### src/rtl/core/pressure_sensor_compensation_macros.svh
// Assertion macros for the pressure sensor compensation block.
// Expects i_clk and i_rst_n in the scope of the module that uses them.
`ifndef PRESSURE_SENSOR_COMPENSATION_MACROS_SVH
`define PRESSURE_SENSOR_COMPENSATION_MACROS_SVH

// Consequent must hold in the same cycle as the antecedent.
`define PSC_ASSERT_SAME(label, ante, cons, msg) \
    label: assert property (@(posedge i_clk) disable iff (!i_rst_n) (ante) |-> (cons)) \
        else $error(msg);

// Consequent must hold in the cycle after the antecedent.
`define PSC_ASSERT_NEXT(label, ante, cons, msg) \
    label: assert property (@(posedge i_clk) disable iff (!i_rst_n) (ante) |=> (cons)) \
        else $error(msg);

`endif

### src/rtl/core/psc_pkg.sv
// Shared types and constants of the pressure sensor compensation block.
// No dependencies; every module of the block imports this package.
`default_nettype none

package psc_pkg;

    localparam int SAMPLE_W  = 24;
    localparam int CAL_W     = 16;
    localparam int TEMP_W    = 19;
    localparam int PRESS_W   = 32;
    localparam int CFG_IDX_W = 3;

    // Calibration register indexes
    localparam logic [CFG_IDX_W-1:0] CFG_SENS          = 3'd0;
    localparam logic [CFG_IDX_W-1:0] CFG_OFFSET        = 3'd1;
    localparam logic [CFG_IDX_W-1:0] CFG_SENS_TEMPCO   = 3'd2;
    localparam logic [CFG_IDX_W-1:0] CFG_OFFSET_TEMPCO = 3'd3;
    localparam logic [CFG_IDX_W-1:0] CFG_REF_TEMP      = 3'd4;
    localparam logic [CFG_IDX_W-1:0] CFG_TEMP_COEF     = 3'd5;

    // Temperature band limits in 0.01 C
    localparam logic signed [TEMP_W-1:0] TEMP_REF  = 19'sd2000;
    localparam logic signed [TEMP_W-1:0] TEMP_VLOW = -19'sd1500;

    typedef struct packed {
        logic [SAMPLE_W-1:0] raw_pressure;
        logic [SAMPLE_W-1:0] raw_temperature;
    } t_sample;

    typedef struct packed {
        logic signed [TEMP_W-1:0]  temp_centi;
        logic signed [PRESS_W-1:0] press_deci;
    } t_result;

    typedef struct packed {
        logic [CAL_W-1:0] sens;
        logic [CAL_W-1:0] offset;
        logic [CAL_W-1:0] sens_tempco;
        logic [CAL_W-1:0] offset_tempco;
        logic [CAL_W-1:0] ref_temp;
        logic [CAL_W-1:0] temp_coef;
    } t_cal;

    // First-order results, handed from the front stages to the correction stages
    typedef struct packed {
        logic [SAMPLE_W-1:0]      d1;
        logic signed [TEMP_W-1:0] temp;
        logic                     low;
        logic [17:0]              ti;
        logic signed [36:0]       off;
        logic signed [35:0]       sens;
    } t_first;

    // Corrected offset and sensitivity, handed to the pressure stages
    typedef struct packed {
        logic [SAMPLE_W-1:0]      d1;
        logic signed [TEMP_W-1:0] t2;
        logic signed [41:0]       net_off;
        logic signed [41:0]       net_sens;
    } t_corr;

endpackage

`default_nettype wire

### src/rtl/core/psc_press.sv
// Pressure stages: D1 times corrected sensitivity as two partial products,
// offset subtraction, final shift and 32-bit saturation into the result register.
// Depends on psc_pkg.
`default_nettype none

module psc_press (
    input  logic             i_clk,
    input  logic             i_rst_n,
    input  logic             i_adv,
    input  logic             i_valid,
    input  psc_pkg::t_corr   i_data,
    output logic             o_valid,
    output psc_pkg::t_result o_data
);
    import psc_pkg::*;

    // stage 7
    logic                     r_v7;
    logic signed [TEMP_W-1:0] r_t2_s7;
    logic signed [41:0]       r_off_s7;
    logic [44:0]              r_pp_lo;
    logic signed [45:0]       r_pp_hi;
    logic [44:0]              n_pp_lo;
    logic signed [45:0]       n_pp_hi;
    // stage 8
    logic                     r_v8;
    logic signed [TEMP_W-1:0] r_t2_s8;
    logic signed [47:0]       r_diff;
    logic signed [47:0]       n_diff;
    // stage 9
    logic                     r_v9;
    t_result                  r_res;
    logic signed [34:0]       n_p;
    logic signed [PRESS_W-1:0] n_press;

    assign n_pp_lo = {21'd0, i_data.d1} * {24'd0, i_data.net_sens[20:0]};
    assign n_pp_hi = $signed({1'b0, i_data.d1}) * $signed(i_data.net_sens[41:21]);

    // floor(D1*SENS / 2^21) = hi product + floor(lo product / 2^21), lo product >= 0
    assign n_diff = $signed({{2{r_pp_hi[45]}}, r_pp_hi})
                  + $signed({24'd0, r_pp_lo[44:21]})
                  - $signed({{6{r_off_s7[41]}}, r_off_s7});

    assign n_p = $signed(r_diff[47:13]);

    always_comb begin
        if ((n_p[34:31] == 4'b0000) || (n_p[34:31] == 4'b1111)) begin
            n_press = n_p[31:0];
        end else if (n_p[34]) begin
            n_press = {1'b1, {(PRESS_W-1){1'b0}}};
        end else begin
            n_press = {1'b0, {(PRESS_W-1){1'b1}}};
        end
    end

    always_ff @(posedge i_clk) begin
        if (!i_rst_n) begin
            r_v7 <= 1'b0;
            r_v8 <= 1'b0;
            r_v9 <= 1'b0;
        end else if (i_adv) begin
            r_v7 <= i_valid;
            r_v8 <= r_v7;
            r_v9 <= r_v8;
        end
    end

    always_ff @(posedge i_clk) begin
        if (i_adv) begin
            r_t2_s7          <= i_data.t2;
            r_off_s7         <= i_data.net_off;
            r_pp_lo          <= n_pp_lo;
            r_pp_hi          <= n_pp_hi;
            r_t2_s8          <= r_t2_s7;
            r_diff           <= n_diff;
            r_res.temp_centi <= r_t2_s8;
            r_res.press_deci <= n_press;
        end
    end

    assign o_valid = r_v9;
    assign o_data  = r_res;

endmodule

`default_nettype wire

### config.mk
export PLATFORM = sky130hd
export DESIGN_NAME = psc_press
export DESIGN_NICKNAME = d
export VERILOG_FILES = /design/src/rtl/core/pressure_sensor_compensation_macros.svh /design/src/rtl/core/psc_pkg.sv /design/src/rtl/core/psc_press.sv
export SDC_FILE = /design/constraint.sdc
export NUM_CORES = 2
export LEC_CHECK = 0
export CAP_MARGIN = 20
export CORE_ASPECT_RATIO = 0.8
export CORE_UTILIZATION = 50
export DETAILED_ROUTE_END_ITERATION = 12
export DONT_BUFFER_PORTS = 1
export PLACE_DENSITY = 0.77
export SYNTH_ARGS = -nofsm -noshare
export SYNTH_HDL_FRONTEND = slang
export SYNTH_SLANG_ARGS = --single-unit
### constraint.sdc
create_clock -name i_clk -period 6.88 [get_ports i_clk]
set_input_delay 0.688 -clock i_clk [delete_from_list [all_inputs] [get_ports i_clk]]
set_output_delay 0.688 -clock i_clk [all_outputs]
set_load 0.05 [all_outputs]
==> qor.csv <==
stage,metric,value,unit
placed_design,place_congestion,0.918,
floorplanning,start_util,50.9,%
worst_setup_path,ff2ff_path_depth,13,
worst_setup_path,cp_top_family,adder cells,
logic_synthesis,synth_edf_count,236,
min_path,hold_path_class,in -> reg,
worst_setup_path,critPathKind,in -> reg,
final_layout,fillers,7446,
routing,drtIter0Drc,2049,
worst_setup_path,cp_data_required_time,7.18,ns
global_route,antenna_found_initial,11,
worst_setup_path,critical_path.max_stage_delay,0.62,ns
worst_setup_path,cp.arrival,6.96,ns
final_layout,nets,5728,
logic_synthesis,ys.flop_type,edfxtp_1,
final_layout,mostFrequentLayoutCells,"inv_1, fa_1, nand2_1",
cts,cts_htree_levels,1,
worst_setup_path,crit_chain,and2_1 > fa_1 > fa_1 > inv_1 > fa_1 > inv_1 > fa_1 > fa_1 > fa_1 > inv_1 > fa_1 > inv_1 > ha_1 > buf_4 > and3_1 > o22ai_1 > a21o_1 > a2111oi_1 > buf_4 > o21bai_1 > o31ai_1 > a21oi_1 > xnor2_1,
floorplanning,coreArea,84600,um^2
floorplanning,die_w,330,um
worst_setup_path,worstSetupStartpoint,i_data[115],
cts,cts_tree,yes,
logic_synthesis,ys_warn_count,0,
min_path,holdPathEnd,r_off_s7[2],
routing,avgViaCountPerCell,5.37,
final_layout,finalInstanceArea,45300,um^2
logic_synthesis,synth_cells,4431,
final_layout,final_common_cell,inv_1,
placed_design,dp_slack,-0.380,ns
cts,cts_made_buffers,26,
worst_setup_path,rr_startpoint,r_off_s7[1],
min_path,min-delay-start,i_data[44],
routing,via_count,29432,
sta,finalSetupViolations,0,
worst_setup_path,r2r_slack,2.79,ns
global_route,gr-usage-all-layers,24.7,%
cts,hold_buffers,0,
sta,layout_setup_ws,0.220,ns
global_route,grt_pass1_vias,31569,
logic_synthesis,mappedNetlistArea,43100,um^2
placed_design,portBuffers,0,
routing,ant_nets,0,
logic_synthesis,yosysUniqueCellTypes,62,
global_route,grt_max_degree,240,
logic_synthesis,ys_seq_elements,239,
final_layout,drive_gt1_share,3.37,%
worst_setup_path,worst_path_max_delay_cell,a2111oi_1,
sta,fin_worst_skew,0.0239,ns
min_path,hold-path-cell-count,0,
routing,drc_errors,0,
worst_setup_path,crit_path_end_kind,flop,
cts,cts.sinks,239,
sta,slew_headroom,34.5,%
worst_setup_path,cp-start-kind,input port,
sta,min_period,6.66,ns
cts,clock_path_buffers,3,
global_route,grt_pass1_wl,169000,um
status,status,finished clean,
sta,rsz0062_at_grt,no,
sta,worst_pin_slew,0.983,ns
sta,hold_viol_final,0,
routing,wl_per_cell,18.9,um
sta,drv_slew,0,
worst_setup_path,worst_path_most_repeated_cell,fa_1,
worst_setup_path,path_buf_inv,6,
routing,wirelength,104000,um
routing,dr.pass1.iters,5,
cts,cts_root_buffer,clkbuf_16,
floorplanning,pin_count,183,
floorplanning,die_h,265,um
placed_design,placed_cell_area,44400,um^2
worst_setup_path,reg2reg_to,r_diff[38],
cts,path_clk_slew,0.07,ns
logic_synthesis,syn_nets,5819,
placed_design,dpl.hpwl,78300,um
sta,finalCritPeriodShare,96.8,%
job,cap_violations,0,
floorplanning,fp-row-count,95,
final_layout,syn_to_final_growth,5.07,%
global_route,grt-ovfl-total,0,
floorplanning,die_area,87400,um^2
cts,insertion_delay,0.56,ns
logic_synthesis,postSynthAreaPerCell,9.72,um^2
worst_setup_path,path_max_fanout,42,
logic_synthesis,async_flop_share,0,%
sta,fmax,0.150,GHz
logic_synthesis,seq_area_frac_synth,16.6,%
==> synth_stat cells (6+ instances only) <==
library cell  instances  area, um^2
a211oi_1              9        67.6
a21o_1               40         300
a21oi_1              91         455
a31oi_1               7        43.8
and2_1              456        2850
and3_1               12        75.1
clkbuf_1            199         747
edfxtp_1            236        7090
fa_1                853       17100
ha_1                404        5050
inv_1              1066        4000
nand2_1             610        2290
nand2b_1             22         138
nand3_1              19        95.1
nand4_1              15        93.8
nor2_1               67         251
nor2b_1              30         188
nor3_1                7        35.0
o211ai_1              7        52.6
o21a_1               12        90.1
o21ai_0              72         360
o21bai_1             17         128
or3_1                 6        37.5
xnor2_1              63         552
xor2_1               29         254
==> logic make-up (layout without fill, tap and decap cells) <==
group                      count (synthesis)  count (layout)  share of synthesized area [%]
xor gates and xnor gates                  92              92                           1.87
other                                      0               9                              0
muxes                                      5               5                          0.116
AOI/OAI and AO/OA                        304             304                           4.56
buffers and inverters                   1267            1193                           11.0
and+or+nand+nor                         1267            1267                           14.5
adders and majority gates               1257            1257                           51.4
DFF                                      239             239                           16.6
==> layout make-up <==
class                   instances  area, um^2  area share, %
multi-input cells            2925       31200           69.0
flip-flops and latches        239        7150           15.8
inverters                    1066        4000           8.84
well taps                    1115        1400           3.08
clock buffers                  30         687           1.52
repair buffers                 82         619           1.37
clock inverters                15         154          0.340
diodes                          9        22.5         0.0497
==> flip-flops by register name (all words and copies together) (netlist names) <==
signal,flops
r_v8,1
r_t2_s7,19
r_off_s7,42
o_data,51
r_pp_hi,46
r_v7,1
r_t2_s8,19
r_diff,35
r_pp_lo,24
o_valid,1
==> stage by stage <==
step	setup TNS [ns]	cells	hold WS (ns)	util (%)
after floorplan	-0.0150	4431	0.400	-
after global placement	-3.24	5427	0.400	52.4
after detailed placement	-4.61	5427	0.405	52.4
after CTS	0	5472	0.183	53.4
after global routing	0	5473	0.189	53.5
final	0	5481	0.219	53.5
==> repair_timing <==
| item | in CTS | in global routing |
|---|---|---|
| endpoints found under the hold margin | 0 | 0 |
| resized for setup | 0 | 6 |
| setup buffers | 0 | 0 |
| setup endpoints to repair | 0 | 8 |
==> layer usage <==
metal / GRT usage (%) / vias up / share of wire, %
met5: 0 / - / 0.043
met4: 5.65 / 6 / 2.2
met3: 6.32 / 169 / 11
met2: 38.3 / 1290 / 45
met1: 34.8 / 14911 / 42
li1: - / 13056 / -
==> how the worst max path moves through the flow <==
stage                        endpoint  slack (ns)  cells past startpoint
final                     r_pp_hi[45]        0.22                     23
after global routing      r_pp_hi[42]        0.01                     25
after CTS                 r_pp_hi[45]        0.19                     24
after detailed placement  r_pp_hi[45]       -0.38                     24
after global placement    r_pp_hi[45]       -0.39                     24
after floorplan           r_pp_hi[42]       -0.02                     25
Power is left out: the tool's default activity adds up to more than one toggle a clock period on the data nets, which glitch-free logic cannot reach.
