--- src/rtl/core/pressure_sensor_compensation_macros.svh ---
// Assertion macros for the pressure sensor compensation block.
// Expects i_clk and i_rst_n in the scope of the module that uses them.
`ifndef PRESSURE_SENSOR_COMPENSATION_MACROS_SVH
`define PRESSURE_SENSOR_COMPENSATION_MACROS_SVH

// Consequent must hold in the same cycle as the antecedent.
`define PSC_ASSERT_SAME(label, ante, cons, msg) \
    label: assert property (@(posedge i_clk) disable iff (!i_rst_n) (ante) |-> (cons)) \
        else $error(msg);

// Consequent must hold in the cycle after the antecedent.
`define PSC_ASSERT_NEXT(label, ante, cons, msg) \
    label: assert property (@(posedge i_clk) disable iff (!i_rst_n) (ante) |=> (cons)) \
        else $error(msg);

`endif

--- src/rtl/core/psc_pkg.sv ---
// Shared types and constants of the pressure sensor compensation block.
// No dependencies; every module of the block imports this package.
`default_nettype none

package psc_pkg;

    localparam int SAMPLE_W  = 24;
    localparam int CAL_W     = 16;
    localparam int TEMP_W    = 19;
    localparam int PRESS_W   = 32;
    localparam int CFG_IDX_W = 3;

    // Calibration register indexes
    localparam logic [CFG_IDX_W-1:0] CFG_SENS          = 3'd0;
    localparam logic [CFG_IDX_W-1:0] CFG_OFFSET        = 3'd1;
    localparam logic [CFG_IDX_W-1:0] CFG_SENS_TEMPCO   = 3'd2;
    localparam logic [CFG_IDX_W-1:0] CFG_OFFSET_TEMPCO = 3'd3;
    localparam logic [CFG_IDX_W-1:0] CFG_REF_TEMP      = 3'd4;
    localparam logic [CFG_IDX_W-1:0] CFG_TEMP_COEF     = 3'd5;

    // Temperature band limits in 0.01 C
    localparam logic signed [TEMP_W-1:0] TEMP_REF  = 19'sd2000;
    localparam logic signed [TEMP_W-1:0] TEMP_VLOW = -19'sd1500;

    typedef struct packed {
        logic [SAMPLE_W-1:0] raw_pressure;
        logic [SAMPLE_W-1:0] raw_temperature;
    } t_sample;

    typedef struct packed {
        logic signed [TEMP_W-1:0]  temp_centi;
        logic signed [PRESS_W-1:0] press_deci;
    } t_result;

    typedef struct packed {
        logic [CAL_W-1:0] sens;
        logic [CAL_W-1:0] offset;
        logic [CAL_W-1:0] sens_tempco;
        logic [CAL_W-1:0] offset_tempco;
        logic [CAL_W-1:0] ref_temp;
        logic [CAL_W-1:0] temp_coef;
    } t_cal;

    // First-order results, handed from the front stages to the correction stages
    typedef struct packed {
        logic [SAMPLE_W-1:0]      d1;
        logic signed [TEMP_W-1:0] temp;
        logic                     low;
        logic [17:0]              ti;
        logic signed [36:0]       off;
        logic signed [35:0]       sens;
    } t_first;

    // Corrected offset and sensitivity, handed to the pressure stages
    typedef struct packed {
        logic [SAMPLE_W-1:0]      d1;
        logic signed [TEMP_W-1:0] t2;
        logic signed [41:0]       net_off;
        logic signed [41:0]       net_sens;
    } t_corr;

endpackage

`default_nettype wire

--- src/rtl/core/psc_front.sv ---
// First-order stages: temperature difference, the four products of it,
// then first-order temperature, offset, sensitivity and the Ti term.
// Depends on psc_pkg.
`default_nettype none

module psc_front (
    input  logic             i_clk,
    input  logic             i_rst_n,
    input  logic             i_adv,
    input  psc_pkg::t_cal    i_cal,
    input  logic             i_valid,
    input  psc_pkg::t_sample i_data,
    output logic             o_valid,
    output psc_pkg::t_first  o_data
);
    import psc_pkg::*;

    // stage 1
    logic                     r_v1;
    logic [SAMPLE_W-1:0]      r_d1_s1;
    logic signed [24:0]       r_dt;
    logic signed [24:0]       n_dt;
    // stage 2
    logic                     r_v2;
    logic [SAMPLE_W-1:0]      r_d1_s2;
    logic signed [41:0]       r_mt, r_mo, r_ms;
    logic signed [41:0]       n_mt, n_mo, n_ms;
    logic signed [49:0]       r_dtsq;
    logic signed [49:0]       n_dtsq;
    // stage 3
    logic                     r_v3;
    t_first                   r_first;
    t_first                   n_first;
    logic [50:0]              n_sq3;

    assign n_dt = $signed({1'b0, i_data.raw_temperature})
                - $signed({1'b0, i_cal.ref_temp, 8'h00});

    assign n_mt   = r_dt * $signed({1'b0, i_cal.temp_coef});
    assign n_mo   = r_dt * $signed({1'b0, i_cal.offset_tempco});
    assign n_ms   = r_dt * $signed({1'b0, i_cal.sens_tempco});
    assign n_dtsq = r_dt * r_dt;

    // dT squared is never negative, so the Ti terms use plain unsigned shifts
    assign n_sq3 = {r_dtsq[49:0], 1'b0} + {1'b0, r_dtsq[49:0]};

    always_comb begin
        n_first.d1   = r_d1_s2;
        // floor shift of dT*C6 by 23 is negative exactly when TEMP is below 20.00 C
        n_first.temp = $signed(r_mt[41:23]) + TEMP_REF;
        n_first.low  = r_mt[41];
        n_first.ti   = r_mt[41] ? n_sq3[50:33] : {4'b0000, r_dtsq[49:36]};
        n_first.off  = $signed({5'b00000, i_cal.offset, 16'h0000})
                     + $signed({{2{r_mo[41]}}, r_mo[41:7]});
        n_first.sens = $signed({5'b00000, i_cal.sens, 15'h0000})
                     + $signed({{2{r_ms[41]}}, r_ms[41:8]});
    end

    always_ff @(posedge i_clk) begin
        if (!i_rst_n) begin
            r_v1 <= 1'b0;
            r_v2 <= 1'b0;
            r_v3 <= 1'b0;
        end else if (i_adv) begin
            r_v1 <= i_valid;
            r_v2 <= r_v1;
            r_v3 <= r_v2;
        end
    end

    always_ff @(posedge i_clk) begin
        if (i_adv) begin
            r_d1_s1 <= i_data.raw_pressure;
            r_dt    <= n_dt;
            r_d1_s2 <= r_d1_s1;
            r_mt    <= n_mt;
            r_mo    <= n_mo;
            r_ms    <= n_ms;
            r_dtsq  <= n_dtsq;
            r_first <= n_first;
        end
    end

    assign o_valid = r_v3;
    assign o_data  = r_first;

endmodule

`default_nettype wire

--- config.mk ---
export PLATFORM = sky130hd
export DESIGN_NAME = psc_front
export DESIGN_NICKNAME = d
export VERILOG_FILES = /design/src/rtl/core/pressure_sensor_compensation_macros.svh /design/src/rtl/core/psc_pkg.sv /design/src/rtl/core/psc_front.sv
export SDC_FILE = /design/constraint.sdc
export NUM_CORES = 2
export LEC_CHECK = 0
export BUFFER_PORTS_ARGS = -buffer_cell sky130_fd_sc_hd__buf_4
export CELL_PAD_IN_SITES_DETAIL_PLACEMENT = 1
export CELL_PAD_IN_SITES_GLOBAL_PLACEMENT = 2
export CORE_ASPECT_RATIO = 0.75
export CORE_MARGIN = 2
export CORE_UTILIZATION = 35
export DETAILED_ROUTE_END_ITERATION = 10
export PLACE_DENSITY = 0.73
export REMOVE_ABC_BUFFERS = 1
export SYNTH_ARGS = -nofsm -noshare
export SYNTH_HDL_FRONTEND = slang
export SYNTH_SLANG_ARGS = --single-unit
export TNS_END_PERCENT = 5
--- constraint.sdc ---
create_clock -name i_clk -period 20.3 [get_ports i_clk]
set_clock_uncertainty 0.2 [all_clocks]
set_input_delay 1.015 -clock i_clk [delete_from_list [all_inputs] [get_ports i_clk]]
set_output_delay 1.015 -clock i_clk [all_outputs]
set_load 0.05 [all_outputs]
==> flow_metrics.py <==
metrics = {
    "outcome": {
        "outcome": "complete, no violations",
    },
    "worst_setup_path": {
        "crit_family": "adder cells",
        "worstPathMaxFanout": 35,
        "end_kind": "flop",
        "path_class": "reg -> reg",
        "critical_path_required_ps": 20530,
        "ff2ff_setup_slack_ps": 11320,
        "regToRegEndpoint": "r_mt[39]",
        "cp.depth": 25,
        "ff2ff_path_depth": 25,
        "critPathLaunchType": "flop",
        "reg2reg_from": "r_dt[6]",
        "critPathSlowestCell": "a2111oi_0",
        "critPathMaxStageDelay_ps": 920,
        "critPathLaunch": "r_dt[6]",
        "crit_top_cell": "fa_1",
        "cp-endpoint": "r_mt[39]",
        "arrival_ps": 9210,
        "cp_num_buf_inv": 7,
    },
    "die": {
        "num_rows": 148,
        "core_um2": 217000,
        "die_x_um": 544,
        "num_io_pins": 284,
        "chipHeight_um": 409,
        "start_util": 0.352,
        "die-area_um2": 222000,
    },
    "cts": {
        "clk_pin_slew_ps": 70,
        "clock_sinks": 345,
        "clock_latency_ps": 700,
        "numCtsBuffers": 46,
        "cts_tree": "yes",
        "htree_num_levels": 2,
        "postCtsSetupBuffers": 0,
        "cts_root_buf": "clkbuf_16",
        "cts_buffer_depth": 3,
        "post_cts_resized": 0,
        "hold_buffers": 0,
    },
    "global_routing": {
        "grt_use_total": 0.198,
        "grt_pass1_wl_um": 343000,
        "grt_max_degree": 140,
        "grt_pass1_vias": 59345,
        "antenna_found_initial": 7,
        "grt_util_met2": 0.317,
        "grt.overflow.total": 0,
        "use_met1": 0.294,
        "use_met3": 0.0230,
        "top_usage_layer": "met2",
    },
    "final_layout": {
        "fin_util": 0.383,
        "drive_above_1_share": 0.0577,
        "area_growth_pct": 8.73,
        "final_common_cell": "inv_1",
        "fin_nets": 10250,
        "mostFrequentLayoutCells": "2044 x inv_1, 1780 x fa_1, 977 x nand2_1, 591 x and2_1, 546 x ha_1",
    },
    "timing": {
        "finalSetupTns_ps": 0,
        "final-hold-violation-count": 0,
        "max_slew_margin": 0.219,
        "setup_viol": 0,
        "finalCriticalPeriod_ps": 8980,
        "slew_viol_final": 0,
        "finalCritPeriodShare": 0.442,
        "fmax_ghz": 0.111,
        "rsz0062_at_grt": "no",
        "tightestPinTransition_ps": 1170,
    },
    "min_path": {
        "hp-class": "reg -> reg",
        "holdPathStages": 0,
    },
    "yosys": {
        "synth_cell_types": 84,
        "async_flop_share": 0,
        "ys_warn_count": 0,
        "synth_edf_count": 342,
        "ys_top_cells_by_area": "fa_1 47%, edfxtp_1 13%, inv_1 10%, ha_1 8.9%, and2_1 4.8%",
        "netlist_instances": 7714,
        "synth_top_cell_area_share": 0.466,
        "synth_area_um2": 76500,
        "syn_area_per_cell_um2": 9.91,
        "seq_area_frac_synth": 0.135,
        "synth_top_cell_by_area": "fa_1",
        "ys_ff_latch": 345,
        "ys.flop_type": "edfxtp_1",
    },
    "placement": {
        "gp_congestion": 0.811,
        "hpwl_um": 163000,
        "port_buffers": 283,
    },
    "job": {
        "maxCapViolations": 0,
    },
    "route": {
        "routed_wl_um": 211000,
        "first_pass_iters": 5,
        "vias": 50780,
        "wire_per_inst_um": 19.6,
        "via_per_inst": 4.73,
        "ant_nets": 0,
        "drc_errors": 0,
        "drt_iter0_drc": 2514,
    },
}
sequential cells by signal, indices dropped and copies added (netlist names), 19 cells and up:
register	flops
o_data	133
r_d1_s1	24
r_d1_s2	24
r_mo	35
r_dt	25
r_mt	19
r_ms	34
r_dtsq	48
layout make-up:
| type | count | area (µm²) |
|---|---|---|
| multi-input cells | 5007 | 57300 |
| fillers | 24593 | 134000 |
| flip-flops and latches | 345 | 10300 |
| inverters | 2044 | 7670 |
| diodes | 5 | 12.5 |
| clock inverters | 31 | 428 |
| clock buffers | 54 | 1180 |
| repair buffers | 332 | 2590 |
| well taps | 2925 | 3660 |
worst min-delay path by stage:
stage / start / slack (ps) / to
after global placement: r_d1_s1[12] / 200 / r_d1_s2[12]
after floorplan: r_ms[8] / 200 / o_data[0]
after CTS: r_d1_s2[20] / 210 / o_data[131]
after detailed placement: r_d1_s2[0] / 210 / o_data[111]
after global routing: r_d1_s1[22] / 220 / r_d1_s2[22]
final: r_d1_s2[20] / 210 / o_data[131]
per-stage QoR:
| step | cell area [µm²] | setup slack (ps) | hold slack [ps] | instances |
|---|---|---|---|---|
| 5_1_grt | 83100 | 10770 | 222 | 10739 |
| 2_1_floorplan | 75300 | 11980 | 200 | 7396 |
| 6_report | 83100 | 11320 | 212 | 10743 |
| 3_5_place_dp | 81500 | 11360 | 205 | 10653 |
| 3_3_place_gp | 81500 | 11490 | 200 | 10653 |
| 4_1_cts | 83100 | 11370 | 212 | 10738 |
synth_stat cells (6+ instances only):
cell      instances
nor2b_1          46
nand3_1          32
nor2_1          153
a21o_1           85
ha_1            546
inv_1          2044
o21ai_0          69
and4_1            6
and2_1          591
or2_2             9
a21oi_1         149
a31oi_1          14
and3_1           28
nand2b_1         20
or3_1             6
nand4_1          22
nor3_1           32
nand2_1         977
a211o_1          10
o21bai_1         15
mux2_2           13
a211oi_1         20
fa_1           1780
a21boi_0         14
clkbuf_1        312
xnor2_1         159
o21a_1           33
xor2_1           59
o21ai_1          11
edfxtp_1        342
layer usage:
metal  wire [µm]  share of wire  up-vias
met5           0              0        -
met4        2220          0.011        0
met3        9140          0.043      140
met2       96000           0.46      843
met1      103000           0.49    27033
li1            -              -    22764
logic make-up after synthesis:
group           after synthesis  synth area share
compound gates              495            0.0435
xor+xnor                    218            0.0250
fa+ha+maj                  2326             0.555
buf+inv                    2362             0.116
flops                       345             0.135
mux                          18           0.00257
simple gates               1950             0.122
worst reg2reg max path, stage by stage (launching register included):
cell and delay [ps]:
edfxtp_1 800, buf_4 480, buf_4 600, nand2_1 200, fa_1 530, inv_1 50, fa_1 490, inv_1 60
fa_1 530, inv_1 50, fa_1 480, inv_1 60, fa_1 480, inv_1 50, fa_1 360, ha_1 320
a21oi_1 140, o21ai_0 120, a2111oi_0 920, a211o_1 420, nand2_1 160, a211oi_1 480, nor3b_1 160, a31oi_1 290
nor2b_1 210, xnor2_1 100
Power is not shown: default switching activity piles up to over one toggle a cycle in this logic, so the estimate is an artifact.
