===== config.mk =====
export PLATFORM = sky130hd
export DESIGN_NAME = psc_second
export DESIGN_NICKNAME = d
export VERILOG_FILES = /design/src/rtl/core/pressure_sensor_compensation_macros.svh /design/src/rtl/core/psc_pkg.sv /design/src/rtl/core/psc_second.sv
export SDC_FILE = /design/constraint.sdc
export NUM_CORES = 2
export LEC_CHECK = 0
export BUFFER_PORTS_ARGS = -buffer_cell sky130_fd_sc_hd__buf_2
export CAP_MARGIN = 20
export CELL_PAD_IN_SITES_DETAIL_PLACEMENT = 0
export CELL_PAD_IN_SITES_GLOBAL_PLACEMENT = 1
export CORE_MARGIN = 1.5
export CORE_UTILIZATION = 40
export DETAILED_ROUTE_END_ITERATION = 10
export HOLD_SLACK_MARGIN = 0.03
export PLACE_DENSITY = 0.76
export REMOVE_ABC_BUFFERS = 1
export SKIP_CTS_REPAIR_TIMING = 1
export SYNTH_ARGS = -nofsm -noshare
export SYNTH_HDL_FRONTEND = slang
export SYNTH_SLANG_ARGS = --single-unit

===== constraint.sdc =====
create_clock -name i_clk -period 9 [get_ports i_clk]
set_clock_uncertainty 0.1 [all_clocks]
set_input_delay 0.9 -clock i_clk [delete_from_list [all_inputs] [get_ports i_clk]]
set_output_delay 0.9 -clock i_clk [all_outputs]
set_load 0.01 [all_outputs]

===== src/rtl/core/pressure_sensor_compensation_macros.svh =====
// Assertion macros for the pressure sensor compensation block.
// Expects i_clk and i_rst_n in the scope of the module that uses them.
`ifndef PRESSURE_SENSOR_COMPENSATION_MACROS_SVH
`define PRESSURE_SENSOR_COMPENSATION_MACROS_SVH

// Consequent must hold in the same cycle as the antecedent.
`define PSC_ASSERT_SAME(label, ante, cons, msg) \
    label: assert property (@(posedge i_clk) disable iff (!i_rst_n) (ante) |-> (cons)) \
        else $error(msg);

// Consequent must hold in the cycle after the antecedent.
`define PSC_ASSERT_NEXT(label, ante, cons, msg) \
    label: assert property (@(posedge i_clk) disable iff (!i_rst_n) (ante) |=> (cons)) \
        else $error(msg);

`endif


===== src/rtl/core/psc_pkg.sv =====
// Shared types and constants of the pressure sensor compensation block.
// No dependencies; every module of the block imports this package.
`default_nettype none

package psc_pkg;

    localparam int SAMPLE_W  = 24;
    localparam int CAL_W     = 16;
    localparam int TEMP_W    = 19;
    localparam int PRESS_W   = 32;
    localparam int CFG_IDX_W = 3;

    // Calibration register indexes
    localparam logic [CFG_IDX_W-1:0] CFG_SENS          = 3'd0;
    localparam logic [CFG_IDX_W-1:0] CFG_OFFSET        = 3'd1;
    localparam logic [CFG_IDX_W-1:0] CFG_SENS_TEMPCO   = 3'd2;
    localparam logic [CFG_IDX_W-1:0] CFG_OFFSET_TEMPCO = 3'd3;
    localparam logic [CFG_IDX_W-1:0] CFG_REF_TEMP      = 3'd4;
    localparam logic [CFG_IDX_W-1:0] CFG_TEMP_COEF     = 3'd5;

    // Temperature band limits in 0.01 C
    localparam logic signed [TEMP_W-1:0] TEMP_REF  = 19'sd2000;
    localparam logic signed [TEMP_W-1:0] TEMP_VLOW = -19'sd1500;

    typedef struct packed {
        logic [SAMPLE_W-1:0] raw_pressure;
        logic [SAMPLE_W-1:0] raw_temperature;
    } t_sample;

    typedef struct packed {
        logic signed [TEMP_W-1:0]  temp_centi;
        logic signed [PRESS_W-1:0] press_deci;
    } t_result;

    typedef struct packed {
        logic [CAL_W-1:0] sens;
        logic [CAL_W-1:0] offset;
        logic [CAL_W-1:0] sens_tempco;
        logic [CAL_W-1:0] offset_tempco;
        logic [CAL_W-1:0] ref_temp;
        logic [CAL_W-1:0] temp_coef;
    } t_cal;

    // First-order results, handed from the front stages to the correction stages
    typedef struct packed {
        logic [SAMPLE_W-1:0]      d1;
        logic signed [TEMP_W-1:0] temp;
        logic                     low;
        logic [17:0]              ti;
        logic signed [36:0]       off;
        logic signed [35:0]       sens;
    } t_first;

    // Corrected offset and sensitivity, handed to the pressure stages
    typedef struct packed {
        logic [SAMPLE_W-1:0]      d1;
        logic signed [TEMP_W-1:0] t2;
        logic signed [41:0]       net_off;
        logic signed [41:0]       net_sens;
    } t_corr;

endpackage

`default_nettype wire


===== src/rtl/core/psc_second.sv =====
// Second-order correction stages: squared deviations, band selection of
// OFFi and SENSi, and the corrected offset and sensitivity.
// Depends on psc_pkg.
`default_nettype none

module psc_second (
    input  logic            i_clk,
    input  logic            i_rst_n,
    input  logic            i_adv,
    input  logic            i_valid,
    input  psc_pkg::t_first i_data,
    output logic            o_valid,
    output psc_pkg::t_corr  o_data
);
    import psc_pkg::*;

    // stage 4
    logic                     r_v4;
    logic [SAMPLE_W-1:0]      r_d1_s4;
    logic signed [TEMP_W-1:0] r_t2_s4;
    logic                     r_low, r_vlow;
    logic signed [36:0]       r_off_s4;
    logic signed [35:0]       r_sens_s4;
    logic [35:0]              r_sq, r_losq;
    logic signed [19:0]       n_dev, n_lo;
    logic signed [39:0]       n_sq, n_losq;
    // stage 5
    logic                     r_v5;
    logic [SAMPLE_W-1:0]      r_d1_s5;
    logic signed [TEMP_W-1:0] r_t2_s5;
    logic signed [36:0]       r_off_s5;
    logic signed [35:0]       r_sens_s5;
    logic [39:0]              r_offi, r_sensi;
    logic [39:0]              n_offi, n_sensi;
    logic [39:0]              n_sq3, n_sq5, n_lo7, n_lo4;
    // stage 6
    logic                     r_v6;
    t_corr                    r_corr;
    t_corr                    n_corr;

    assign n_dev  = {i_data.temp[TEMP_W-1], i_data.temp} - {TEMP_REF[TEMP_W-1], TEMP_REF};
    assign n_lo   = {i_data.temp[TEMP_W-1], i_data.temp} - {TEMP_VLOW[TEMP_W-1], TEMP_VLOW};
    assign n_sq   = n_dev * n_dev;
    assign n_losq = n_lo * n_lo;

    // squares stay below 2^35, so the scaled terms fit 40 bits unsigned
    assign n_sq3 = {4'h0, r_sq[34:0], 1'b0} + {4'h0, r_sq};
    assign n_sq5 = {4'h0, r_sq[33:0], 2'b00} + {4'h0, r_sq};
    assign n_lo7 = {1'b0, r_losq[35:0], 3'b000} - {4'h0, r_losq};
    assign n_lo4 = {2'b00, r_losq[35:0], 2'b00};

    always_comb begin
        if (r_low) begin
            n_offi  = {1'b0, n_sq3[39:1]} + (r_vlow ? n_lo7 : 40'd0);
            n_sensi = {3'b000, n_sq5[39:3]} + (r_vlow ? n_lo4 : 40'd0);
        end else begin
            n_offi  = {8'h00, r_sq[35:4]};
            n_sensi = '0;
        end
    end

    always_comb begin
        n_corr.d1       = r_d1_s5;
        n_corr.t2       = r_t2_s5;
        n_corr.net_off  = $signed({{5{r_off_s5[36]}}, r_off_s5}) - $signed({2'b00, r_offi});
        n_corr.net_sens = $signed({{6{r_sens_s5[35]}}, r_sens_s5}) - $signed({2'b00, r_sensi});
    end

    always_ff @(posedge i_clk) begin
        if (!i_rst_n) begin
            r_v4 <= 1'b0;
            r_v5 <= 1'b0;
            r_v6 <= 1'b0;
        end else if (i_adv) begin
            r_v4 <= i_valid;
            r_v5 <= r_v4;
            r_v6 <= r_v5;
        end
    end

    always_ff @(posedge i_clk) begin
        if (i_adv) begin
            r_d1_s4   <= i_data.d1;
            r_t2_s4   <= i_data.temp - $signed({1'b0, i_data.ti});
            r_low     <= i_data.low;
            r_vlow    <= i_data.temp < TEMP_VLOW;
            r_off_s4  <= i_data.off;
            r_sens_s4 <= i_data.sens;
            r_sq      <= n_sq[35:0];
            r_losq    <= n_losq[35:0];

            r_d1_s5   <= r_d1_s4;
            r_t2_s5   <= r_t2_s4;
            r_off_s5  <= r_off_s4;
            r_sens_s5 <= r_sens_s4;
            r_offi    <= n_offi;
            r_sensi   <= n_sensi;

            r_corr    <= n_corr;
        end
    end

    assign o_valid = r_v6;
    assign o_data  = r_corr;

endmodule

`default_nettype wire


==> summary.md <==
| Metric | Value |
|---|---|
| Xor-xnor portion of the synthesized cell area | `0.05726` |
| CTS HTree Levels | `2` |
| Async set-reset flop share out of synthesis | `0` |
| Num Clock Sinks | `511` |
| Compound-Gate Fraction of Synth Area | `0.1007` |
| Yosys top cell by area | `edfxtp_1` |
| Worst-path clk slew | `0.06 ns` |
| Largest family of logic cells by synthesized area | `adder cells` |
| HPWL after DPL | `112000 µm` |
| Top Ports | `267` |
| Die width | `371.4 µm` |
| Nature of the critical path startpoint | `primary input` |
| Post-synth EDFFs | `508` |
| Routed WL per cell | `17.88 µm` |
| Slowest stage delay, CP | `0.53 ns` |
| Die ar. | `138000 µm²` |
| TritonRoute pass-1 iters | `6` |
| Vias in the first global route | `39710` |
| Via count | `37760` |
| Core area | `135100 µm²` |
| Synth-to-layout area growth | `12.75%` |
| Synth top area cells | `edfxtp_1 28%, fa_1 26%, ha_1 11%` |
| Tot GR Track Use | `0.1987` |
| Worst R2R Start | `r_losq[2]` |
| Final Net Count | `7075` |
| Max_slew headroom | `0.3463` |
| First-pass GRT wire length | `213500 µm` |
| Synth Register Bits | `511` |
| Worst Path Buf+Inv | `9` |
| Arr. time, crit path | `8.74 ns` |
| Worst Path Required | `9.32 ns` |
| Status | `finished, final reports clean` |
| # rows | `135` |
| Fin util | `0.4531` |
| Worst hold slack | `0.2794 ns` |
| IO buf count | `266` |
| Pre-CTS setup slack | `-0.07567 ns` |
| Top cell type's share of synthesized area | `0.2809` |
| Reg2reg setup slack | `2.73 ns` |
| Hold EP | `r_d1_s4[20]` |
| Worst path top cell family by delay | `adder cells` |
| Final worst slack | `0.5730 ns` |
| Synthesized area | `54300 µm²` |
| Largest net degree at the start of global routing | `168` |
| Vias per cell | `4.975` |
| Critical Path Source | `i_data[96]` |
| Hold WC Path Type | `in2reg` |
| Top achievable clock speed | `118.7 MHz` |
| Antenna violations before repair | `5` |
| Synth warnings | `0` |
| Syn Inst Count | `5312` |
| Synth Flop Type | `edfxtp_1` |
| CTS tree | `yes` |
| Cell repeated most along the worst path | `fa_1` |
| Clk Latency, worst-skew pair | `0.69 ns` |
| Hold depth | `1` |
| Critical R2R Capture | `r_sensi[38]` |
| Drt total wl | `135700 µm` |
| Final Cycle Share | `0.9363` |
| Final setup viols | `0` |
| Slew Limit Fails | `0` |
| Crit path max fanout | `6` |
| Slowest cell on crit path | `fa_1` |
| HP Start | `i_data[131]` |
| Commonest cells post-synth | `1124 x inv_1, 712 x fa_1, 508 x edfxtp_1` |
| ANT nets after route | `0` |
| Clk buf depth | `3` |
| Clk root buf | `clkbuf_16` |
| Hold Vio Cnt, Final | `0` |
| Max Cap Viol | `0` |
| Cells on worst reg2reg path | `21` |
| Seq/Total Area, Yosys | `0.2821` |
| RePlAce Congestion | `0.9178` |
| Mean post-synth cell area | `10.22 µm²` |
| Tmin final | `8.427 ns` |
| Number of DRC markers in iteration 0 | `2164` |
| Netlist cell types | `85` |
| CP Capture Type | `flop` |
| Remaining routing DRC violations | `0` |
| Multiplexer share of the synthesized area | `0.007074` |
| Initial core utilization | `0.4018` |
| Die H | `371.4 µm` |
| Total global routing overflow | `0` |
| Share of layout cells above drive strength 1 | `0.1112` |
| Worst-margin pin slew | `0.9558 ns` |
| Adder-cell share of the synthesized area | `0.3694` |
| Count leader, synth | `inv_1` |
| RSZ-0062 raised after global routing | `no` |
| CTS Buf Count | `58` |
| Post-Synth Simple-Gate Area | `0.09883` |
| Kind of critical path | `in2reg` |
==> per-layer routing <==
layer	wire (µm)	vias up	track usage
met4	2865	8	0.04597
met2	64570	836	0.3421
met3	7248	160	0.02869
met5	54	-	0
met1	61010	18530	0.2636
li1	-	18230	-
==> how the worst max path moves through the flow <==
stage | endpoint | slack [ns] | cells past startpoint
2_1_floorplan | r_losq[35] | -0.45 | 32
3_3_place_gp | r_sq[34] | 0.03 | 31
3_5_place_dp | r_sq[34] | -0.08 | 31
4_1_cts | r_sq[34] | 0.65 | 31
5_1_grt | r_sq[31] | 0.14 | 33
6_report | r_sq[34] | 0.57 | 31
==> through the flow <==
stage               setup TNS (ns)  instance area [µm²]  std cells
floorplan                   -1.721                53960       5222
global placement                 0                59170       7481
detailed placement         -0.2619                59170       7481
CTS                              0                61220       7589
global route                     0                61220       7589
finish                           0                61220       7590
==> registers in the layout, summed over array words and instances (netlist names), 24 cells and up <==
name,cells
r_offi,40
r_sensi,39
r_d1_s5,24
o_data,127
r_sens_s5,36
r_off_s5,37
r_d1_s4,24
r_off_s4,37
r_sens_s4,36
r_losq,34
r_sq,34
==> cell type report <==
class,instances,area [µm²]
Inverter,1133,4253
Fill cell,12880,73910
Multi-Input combinational cell,3578,34390
Antenna cell,1,2.502
Clock buffer,60,1480
Tap cell,1781,2228
Sequential cell,511,15310
Timing Repair Buffer,478,2983
Clock inverter,48,570.5
==> cell usage in the layout, fill, tap and decap left out, types with 117 or more instances in the layout <==
cell type / netlist / final
inv_1: 1124 / 1123
fa_1: 712 / 712
edfxtp_1: 508 / 508
ha_1: 464 / 464
nor2_1: 414 / 414
nand2_1: 326 / 326
buf_2: 1 / 265
a21oi_1: 252 / 252
xnor2_1: 238 / 238
buf_4: 0 / 208
o21ai_0: 157 / 157
a21o_1: 123 / 123
xor2_1: 117 / 117
==> kinds of logic (layout without fill, tap and decap cells) <==
group	Yosys count	in the layout
multiplexers	35	35
other	1	2
adder cells (fa/ha/maj)	1176	1176
buffers and inverters	1223	1719
AO/OA/AOI/OAI	846	846
flip-flops	511	511
AND/OR/NAND/NOR	1165	1165
XOR/XNOR	355	355
Power is left out: the tool's default activity adds up to more than one toggle a clock period on the data nets, which glitch-free logic cannot reach.
