File: src/rtl/core/pressure_sensor_compensation_macros.svh
// Assertion macros for the pressure sensor compensation block.
// Expects i_clk and i_rst_n in the scope of the module that uses them.
`ifndef PRESSURE_SENSOR_COMPENSATION_MACROS_SVH
`define PRESSURE_SENSOR_COMPENSATION_MACROS_SVH

// Consequent must hold in the same cycle as the antecedent.
`define PSC_ASSERT_SAME(label, ante, cons, msg) \
    label: assert property (@(posedge i_clk) disable iff (!i_rst_n) (ante) |-> (cons)) \
        else $error(msg);

// Consequent must hold in the cycle after the antecedent.
`define PSC_ASSERT_NEXT(label, ante, cons, msg) \
    label: assert property (@(posedge i_clk) disable iff (!i_rst_n) (ante) |=> (cons)) \
        else $error(msg);

`endif

File: src/rtl/core/psc_pkg.sv
// Shared types and constants of the pressure sensor compensation block.
// No dependencies; every module of the block imports this package.
`default_nettype none

package psc_pkg;

    localparam int SAMPLE_W  = 24;
    localparam int CAL_W     = 16;
    localparam int TEMP_W    = 19;
    localparam int PRESS_W   = 32;
    localparam int CFG_IDX_W = 3;

    // Calibration register indexes
    localparam logic [CFG_IDX_W-1:0] CFG_SENS          = 3'd0;
    localparam logic [CFG_IDX_W-1:0] CFG_OFFSET        = 3'd1;
    localparam logic [CFG_IDX_W-1:0] CFG_SENS_TEMPCO   = 3'd2;
    localparam logic [CFG_IDX_W-1:0] CFG_OFFSET_TEMPCO = 3'd3;
    localparam logic [CFG_IDX_W-1:0] CFG_REF_TEMP      = 3'd4;
    localparam logic [CFG_IDX_W-1:0] CFG_TEMP_COEF     = 3'd5;

    // Temperature band limits in 0.01 C
    localparam logic signed [TEMP_W-1:0] TEMP_REF  = 19'sd2000;
    localparam logic signed [TEMP_W-1:0] TEMP_VLOW = -19'sd1500;

    typedef struct packed {
        logic [SAMPLE_W-1:0] raw_pressure;
        logic [SAMPLE_W-1:0] raw_temperature;
    } t_sample;

    typedef struct packed {
        logic signed [TEMP_W-1:0]  temp_centi;
        logic signed [PRESS_W-1:0] press_deci;
    } t_result;

    typedef struct packed {
        logic [CAL_W-1:0] sens;
        logic [CAL_W-1:0] offset;
        logic [CAL_W-1:0] sens_tempco;
        logic [CAL_W-1:0] offset_tempco;
        logic [CAL_W-1:0] ref_temp;
        logic [CAL_W-1:0] temp_coef;
    } t_cal;

    // First-order results, handed from the front stages to the correction stages
    typedef struct packed {
        logic [SAMPLE_W-1:0]      d1;
        logic signed [TEMP_W-1:0] temp;
        logic                     low;
        logic [17:0]              ti;
        logic signed [36:0]       off;
        logic signed [35:0]       sens;
    } t_first;

    // Corrected offset and sensitivity, handed to the pressure stages
    typedef struct packed {
        logic [SAMPLE_W-1:0]      d1;
        logic signed [TEMP_W-1:0] t2;
        logic signed [41:0]       net_off;
        logic signed [41:0]       net_sens;
    } t_corr;

endpackage

`default_nettype wire

File: src/rtl/core/psc_cal_regs.sv
// Calibration word registers written through the configuration channel.
// Depends on psc_pkg.
`default_nettype none

module psc_cal_regs (
    input  logic                          i_clk,
    input  logic                          i_rst_n,
    input  logic                          i_cfg_valid,
    output logic                          o_cfg_ready,
    input  logic [psc_pkg::CFG_IDX_W-1:0] i_cfg_index,
    input  logic [psc_pkg::CAL_W-1:0]     i_cfg_data,
    output psc_pkg::t_cal                 o_cal
);
    import psc_pkg::*;

    t_cal r_cal;

    // writes are taken only out of reset
    assign o_cfg_ready = i_rst_n;
    assign o_cal       = r_cal;

    always_ff @(posedge i_clk) begin
        if (!i_rst_n) begin
            r_cal <= '0;
        end else if (i_cfg_valid) begin
            case (i_cfg_index)
                CFG_SENS:          r_cal.sens          <= i_cfg_data;
                CFG_OFFSET:        r_cal.offset        <= i_cfg_data;
                CFG_SENS_TEMPCO:   r_cal.sens_tempco   <= i_cfg_data;
                CFG_OFFSET_TEMPCO: r_cal.offset_tempco <= i_cfg_data;
                CFG_REF_TEMP:      r_cal.ref_temp      <= i_cfg_data;
                CFG_TEMP_COEF:     r_cal.temp_coef     <= i_cfg_data;
                default: begin
                    // drop writes to unused indexes
                end
            endcase
        end
    end

endmodule

`default_nettype wire

File: config.mk
export PLATFORM = sky130hd
export DESIGN_NAME = psc_cal_regs
export DESIGN_NICKNAME = d
export VERILOG_FILES = /design/src/rtl/core/pressure_sensor_compensation_macros.svh /design/src/rtl/core/psc_pkg.sv /design/src/rtl/core/psc_cal_regs.sv
export SDC_FILE = /design/constraint.sdc
export NUM_CORES = 1
export LEC_CHECK = 0
export ABC_CLOCK_PERIOD_IN_PS = 1500
export BUFFER_PORTS_ARGS = -buffer_cell sky130_fd_sc_hd__buf_4
export CAP_MARGIN = 20
export CORE_MARGIN = 2
export CORE_UTILIZATION = 45
export CTS_CLUSTER_DIAMETER = 200
export DETAILED_ROUTE_END_ITERATION = 6
export PLACE_DENSITY = 0.88
export SLEW_MARGIN = 25
export SYNTH_ARGS = -nofsm -noshare
export SYNTH_HDL_FRONTEND = slang
export SYNTH_SLANG_ARGS = --single-unit
File: constraint.sdc
create_clock -name i_clk -period 1.5 [get_ports i_clk]
set_clock_uncertainty 0.1 [all_clocks]
set_input_delay 0.3 -clock i_clk [delete_from_list [all_inputs] [get_ports i_clk]]
set_output_delay 0.3 -clock i_clk [all_outputs]
set_load 0.01 [all_outputs]
==> results of run 1 <==
==> power groups by stage <==
stage               registers [uW]  clock network, uW  logic, uW
CTS                           2630               1760        407
finish                        2630               1740        404
global route                  2640               1880        436
floorplan                     2720                  0        175
global placement              2690                  0        393
detailed placement            2690                  0        406
==> worst paths after layout <==
check | startpoint | end | slack, ps | cells past startpoint
max | o_cal[24] | o_cal[24] | 240 | 1
min | i_rst_n | o_cal[16] | 220 | 3
min reg2reg | o_cal[78] | o_cal[78] | 370 | 2
max reg2reg | o_cal[18] | o_cal[18] | 740 | 2
==> cells in the final DEF, fill, tap and decap left out <==
master and instances:
clkinvlp_4 3, bufinv_16 1, nand4bb_1 2, clkbuf_8 11, buf_4 127, dfxtp_1 96
clkbuf_1 1, mux2i_1 96, nand2_1 112, nand4b_1 2, and4bb_2 1, or4b_1 1
buf_12 5
==> cell families after synthesis <==
kind of cell / count (synthesis)
AND/OR/NAND/NOR: 118
multiplexers: 96
flip-flops: 96
buffers and inverters: 25
==> layout make-up <==
class | count | area, sq um | area share [%]
clock buffers | 12 | 155 | 3.26
clock inverters | 4 | 52.6 | 1.11
multi-input cells | 214 | 1440 | 30.4
flip-flops and latches | 96 | 1920 | 40.4
well taps | 102 | 128 | 2.68
repair buffers | 132 | 1050 | 22.2
==> per-layer routing <==
layer	GRT usage [%]	vias up
li1	-	1344
met1	24.9	1293
met2	34.9	71
met3	5.18	10
met4	6.34	0
met5	0	-
==> stage by stage <==
stage / total power [uW] / instance area (sq um) / worst slack, ps
after floorplan: 2890 / 3500 / 49.7
after global placement: 3090 / 4550 / -32.0
after detailed placement: 3100 / 4550 / -59.9
after CTS: 4800 / 4750 / 233
after global routing: 4960 / 4750 / 204
final: 4770 / 4750 / 244
==> impl_metrics.toml, run 1 <==
[placed_design]
gp_congestion = 0.779
portBuffers = 118
placedCellCount = 544
hpwl_microns = 6260

[power_and_ir_drop]
power_density_mw_per_mm2 = 1000
internal_power_uw = 3660
swShare_pct = 23.4
leakagePower_uw = 0.00250
p_seq_share_pct = 55.2
p_clk_share_pct = 36.4
p_comb_share_pct = 8.5
power_switching_uw = 1120
peakVddDrop_mv = 0.523

[logic_synthesis]
ys_ff_latch = 96
ys_top_cells_by_area = "dfxtp_1 55%, mux2i_1 27%, nand2_1 12%"
synthCells = 335
yosysSeqAreaShare_pct = 54.9
netlist_area_sq_mm = 0.00350
synth_compound_area_share_pct = 0
synth.largest_area_cell = "dfxtp_1"
async_flop_share_pct = 0
synth_xor_area_share_pct = 0
synthMuxAreaShare_pct = 27.4
yosysUniqueCellTypes = 13
yosys.area_share.simple_pct = 13.8
yosys-top-cells-count = "112 x nand2_1, 96 x dfxtp_1, 96 x mux2i_1, 11 x clkbuf_1, 9 x buf_2"
synth_enable_flop_cells = 0
yosysMostFrequentCell = "nand2_1"
ys_warn_count = 0
mappedNetlistNets = 357
synth_top_area_share_pct = 54.9
synth_adder_area_share_pct = 0
avgSynthCellArea_sq_um = 10.5
ys.flop_type = "dfxtp_1"
synth_top_family_by_area = "multiplexers"

[critical_path]
cp-start-kind = "flop"
crit_buf_inv = 1
end_kind = "output port"
cpLargestDelayFamily = "flip-flops"
cp_max_fo = 2
slowest_stage = "dfxtp_1"
arrival_ps = 860
required_ps = 1100
path_cells = "buf_4"
max_stage_delay_ps = 370
critical_path_class = "flop to output port"

[route]
wire_per_inst_microns = 15.4
drc_errors = 0
wl_met3_microns = 373
first_pass_iters = 4
drt-total-wl_microns = 8650
first_iter_violations = 84
vias = 2718
drt-met1-wl_microns = 3780
via_per_inst = 4.85
ant_nets = 0
met2_length_microns = 4380
top_layer = "met4"

[sta]
finalCritPeriodShare_pct = 83.7
period_needed_ps = 1260
hold_violations = 0
worst_slew_margin_rel_pct = 78.1
holdWs_ps = 221
finalSetupViolCount = 0
rsz0062_at_grt = "no"
max_freq_ghz = 0.796
finalSetupTns_ps = 0
slew_viol_final = 0
tightestPinTransition_ps = 328

[cts]
cts_num_sinks = 96
clk_pin_slew_ps = 90
cts_buffers = 9
root_buffer = "clkbuf_8"
htree_levels = 3
post-cts-setup-buffers = 0
clk_latency_ps = 340
cts_resized = 0
cts_tree = "done"
clock_path_buffers = 2
cts_hold_buf = 0

[die]
fp.dieH_microns = 92.2
dieWidth_microns = 92.2
start_util_pct = 45.8
dieArea_sq_mm = 0.00850
rows = 32
core_sq_mm = 0.00765
num_io_pins = 119

[cells_and_area]
syn_to_final_growth_pct = 35.8
final_cell_count_no_fill = 560
fill_cells = 624
largest_reg_flops = 96
fin_nets = 475
drive_above_1_share_pct = 32.3
n_antenna_cell = 0
finalCoreUtilization_pct = 62.2

[global_route]
grt_use_total_pct = 20.3
overflow = 0
antenna_found_initial = 0
grt_max_degree = 36
grt_pass1_wl_microns = 13500
grt_pass1_vias = 2710

[hold_path]
hp-class = "primary input to flop"

[outcome]
status = "complete, no violations"

[run]
max-cap-violations = 0
Note: power is estimated with default switching activity, not from simulation.
==> inputs of run 2 (changes only) <==
--- a/config.mk
+++ b/config.mk
@@ -5,14 +5,14 @@
 export SDC_FILE = /design/constraint.sdc
 export NUM_CORES = 1
 export LEC_CHECK = 0
-export ABC_CLOCK_PERIOD_IN_PS = 1500
+export ABC_CLOCK_PERIOD_IN_PS = 1300
 export BUFFER_PORTS_ARGS = -buffer_cell sky130_fd_sc_hd__buf_4
 export CAP_MARGIN = 20
 export CORE_MARGIN = 2
 export CORE_UTILIZATION = 45
 export CTS_CLUSTER_DIAMETER = 200
 export DETAILED_ROUTE_END_ITERATION = 6
-export PLACE_DENSITY = 0.88
+export PLACE_DENSITY = 0.85
 export SLEW_MARGIN = 25
 export SYNTH_ARGS = -nofsm -noshare
 export SYNTH_HDL_FRONTEND = slang
==> constraint.sdc (replaced) <==
create_clock -name i_clk -period 1.3 [get_ports i_clk]
set_clock_uncertainty 0.1 [all_clocks]
set_input_delay 0.26 -clock i_clk [delete_from_list [all_inputs] [get_ports i_clk]]
set_output_delay 0.26 -clock i_clk [all_outputs]
set_load 0.01 [all_outputs]
==> run 2 against run 1 <==
  * Combinational power up 24%
  * Non-clock buffer count up 6
  * Setup slack worse by 140 ps
  * Die area unchanged
  * Largest power group unchanged
==> impl_metrics.toml, run 2 (synthesis results as in run 1) <==
[outcome]
status = "complete, no violations"

[critical_path]
crit_buf_inv = 1
crit_end = "o_cal[64]"
cp-start-kind = "flop"
crit_cells = 1
end_kind = "output port"
slowest_stage = "dfxtp_1"
startpoint = "o_cal[64]"
timing.rr.end = "o_cal[34]"
rrSetupSlack_ps = 570
r2r_start = "o_cal[34]"
cp_max_fo = 2
critical_path_class = "flop to output port"
cpLargestDelayFamily = "flip-flops"
reg2regPathDepth = 2
path_cells = "buf_4"
required_ps = 940
arrival_ps = 840
max_stage_delay_ps = 370

[cells_and_area]
fin_nets = 481
multi_input_area_sq_mm = 0.00145
layout.cells.most_common_list = "129 x buf_4, 112 x nand2_1, 96 x mux2i_1, 96 x dfxtp_1, 10 x clkbuf_8"
layout_commonest_cell = "buf_4"
fill_cells = 608
seq_area_sq_mm = 0.00192
syn_to_final_growth_pct = 37.7
drive_above_1_share_pct = 33.2
largest_reg_flops = 96
n_antenna_cell = 0
final_area_sq_mm = 0.00482

[run]
max-cap-violations = 0

[cts]
cts_resized = 0
clk_pin_slew_ps = 100
cts_num_sinks = 96
cts_hold_buf = 0
cts_tree = "done"
clk_latency_ps = 350
clock_path_buffers = 2
cts_buffers = 9
root_buffer = "clkbuf_8"
htree_levels = 3
post-cts-setup-buffers = 0

[power_and_ir_drop]
p_clk_share_pct = 32.8
power_switching_uw = 1260
p_comb_share_pct = 9.5
p_seq_share_pct = 57.8
swShare_pct = 24.0
internal_power_uw = 4000
peakVddDrop_mv = 0.574
power_density_mw_per_mm2 = 1090
leakagePower_uw = 0.00253

[sta]
finalSetupViolCount = 0
holdWs_ps = 151
hold_violations = 0
max_freq_ghz = 0.835
tightestPinTransition_ps = 301
period_needed_ps = 1200
slew_viol_final = 0
worst_slew_margin_rel_pct = 80.0
rsz0062_at_grt = "no"
layout_setup_ws_ps = 103
finalCritPeriodShare_pct = 92.1

[route]
drt-total-wl_microns = 8460
first_pass_iters = 4
ant_nets = 0
drc_errors = 0
vias = 2767
via_per_inst = 4.89
wire_per_inst_microns = 15.0
first_iter_violations = 75

[global_route]
grt_pass1_wl_microns = 13500
grt_use_met2_pct = 35.7
grt_use_total_pct = 20.2
use_met1_pct = 24.4
grt.met3_usage_pct = 4.35
grt_pass1_vias = 2765
overflow = 0
grt_max_degree = 26
top_usage_layer = "met2"
antenna_found_initial = 0

[placed_design]
portBuffers = 118
dpl_cell_area_sq_mm = 0.00465
pre_cts_ws_ps = -216
hpwl_microns = 6250
gp_congestion = 0.734

[hold_path]
hp-class = "primary input to flop"

[die]
core_sq_mm = 0.00765
num_io_pins = 119
rows = 32
dieWidth_microns = 92.2
dieArea_sq_mm = 0.00850
fp.dieH_microns = 92.2
start_util_pct = 45.8
run 2: changes by cell type in the layout (fill, tap and decap cells not counted):
cell and delta:
clkinvlp_4 +1, or4b_1 -1, buf_4 +2, or4b_4 +1, clkbuf_1 +1, clkbuf_8 -1, bufinv_16 -1, buf_12 +4
run 2: worst min path at each step:
stage | slack [ps] | start | cells after the start | end
6_report | 150 | i_rst_n | 3 | o_cal[29]
3_3_place_gp | 340 | o_cal[69] | 2 | o_cal[69]
2_1_floorplan | 380 | o_cal[64] | 2 | o_cal[64]
5_1_grt | 160 | i_rst_n | 3 | o_cal[78]
4_1_cts | 140 | i_rst_n | 3 | o_cal[29]
3_5_place_dp | 350 | o_cal[71] | 2 | o_cal[71]
run 2: stage by stage:
stage | cells | util, % | total power [uW] | setup TNS (ps)
2_1_floorplan | 335 | - | 3340 | -943
3_3_place_gp | 550 | 60.7 | 3600 | -4210
4_1_cts | 566 | 63.0 | 5310 | 0
3_5_place_dp | 550 | 60.7 | 3610 | -6280
6_report | 566 | 63.0 | 5260 | 0
5_1_grt | 566 | 63.0 | 5480 | 0
run 2: power groups by stage:
stage | Sequential [uW] | Combinational (uW) | Clock [uW]
after floorplan | 3130 | 203 | 0
after global placement | 3110 | 488 | 0
after detailed placement | 3110 | 502 | 0
after CTS | 3040 | 503 | 1770
after global routing | 3050 | 537 | 1900
final | 3040 | 499 | 1720
run 2: routing by layer:
layer / up-vias / routed length, microns
li1: 1357 / -
met1: 1322 / 3700
met2: 77 / 4220
met3: 11 / 441
met4: 0 / 104
met5: - / 0
run 2: layout make-up:
| type | count | area share, % |
|---|---|---|
| clock buffer | 12 | 3.01 |
| clock inverter | 4 | 0.623 |
| multi-input combinational | 214 | 30.0 |
| sequential | 96 | 39.9 |
| tap | 102 | 2.65 |
| timing repair buffer | 138 | 23.8 |
run 2: worst min-delay path, delay by kind of cell:
| kind | cells | cell delay (ps) |
|---|---|---|
| muxes | 1 | 50 |
| buffers and inverters | 1 | 170 |
| and+or+nand+nor | 1 | 70 |
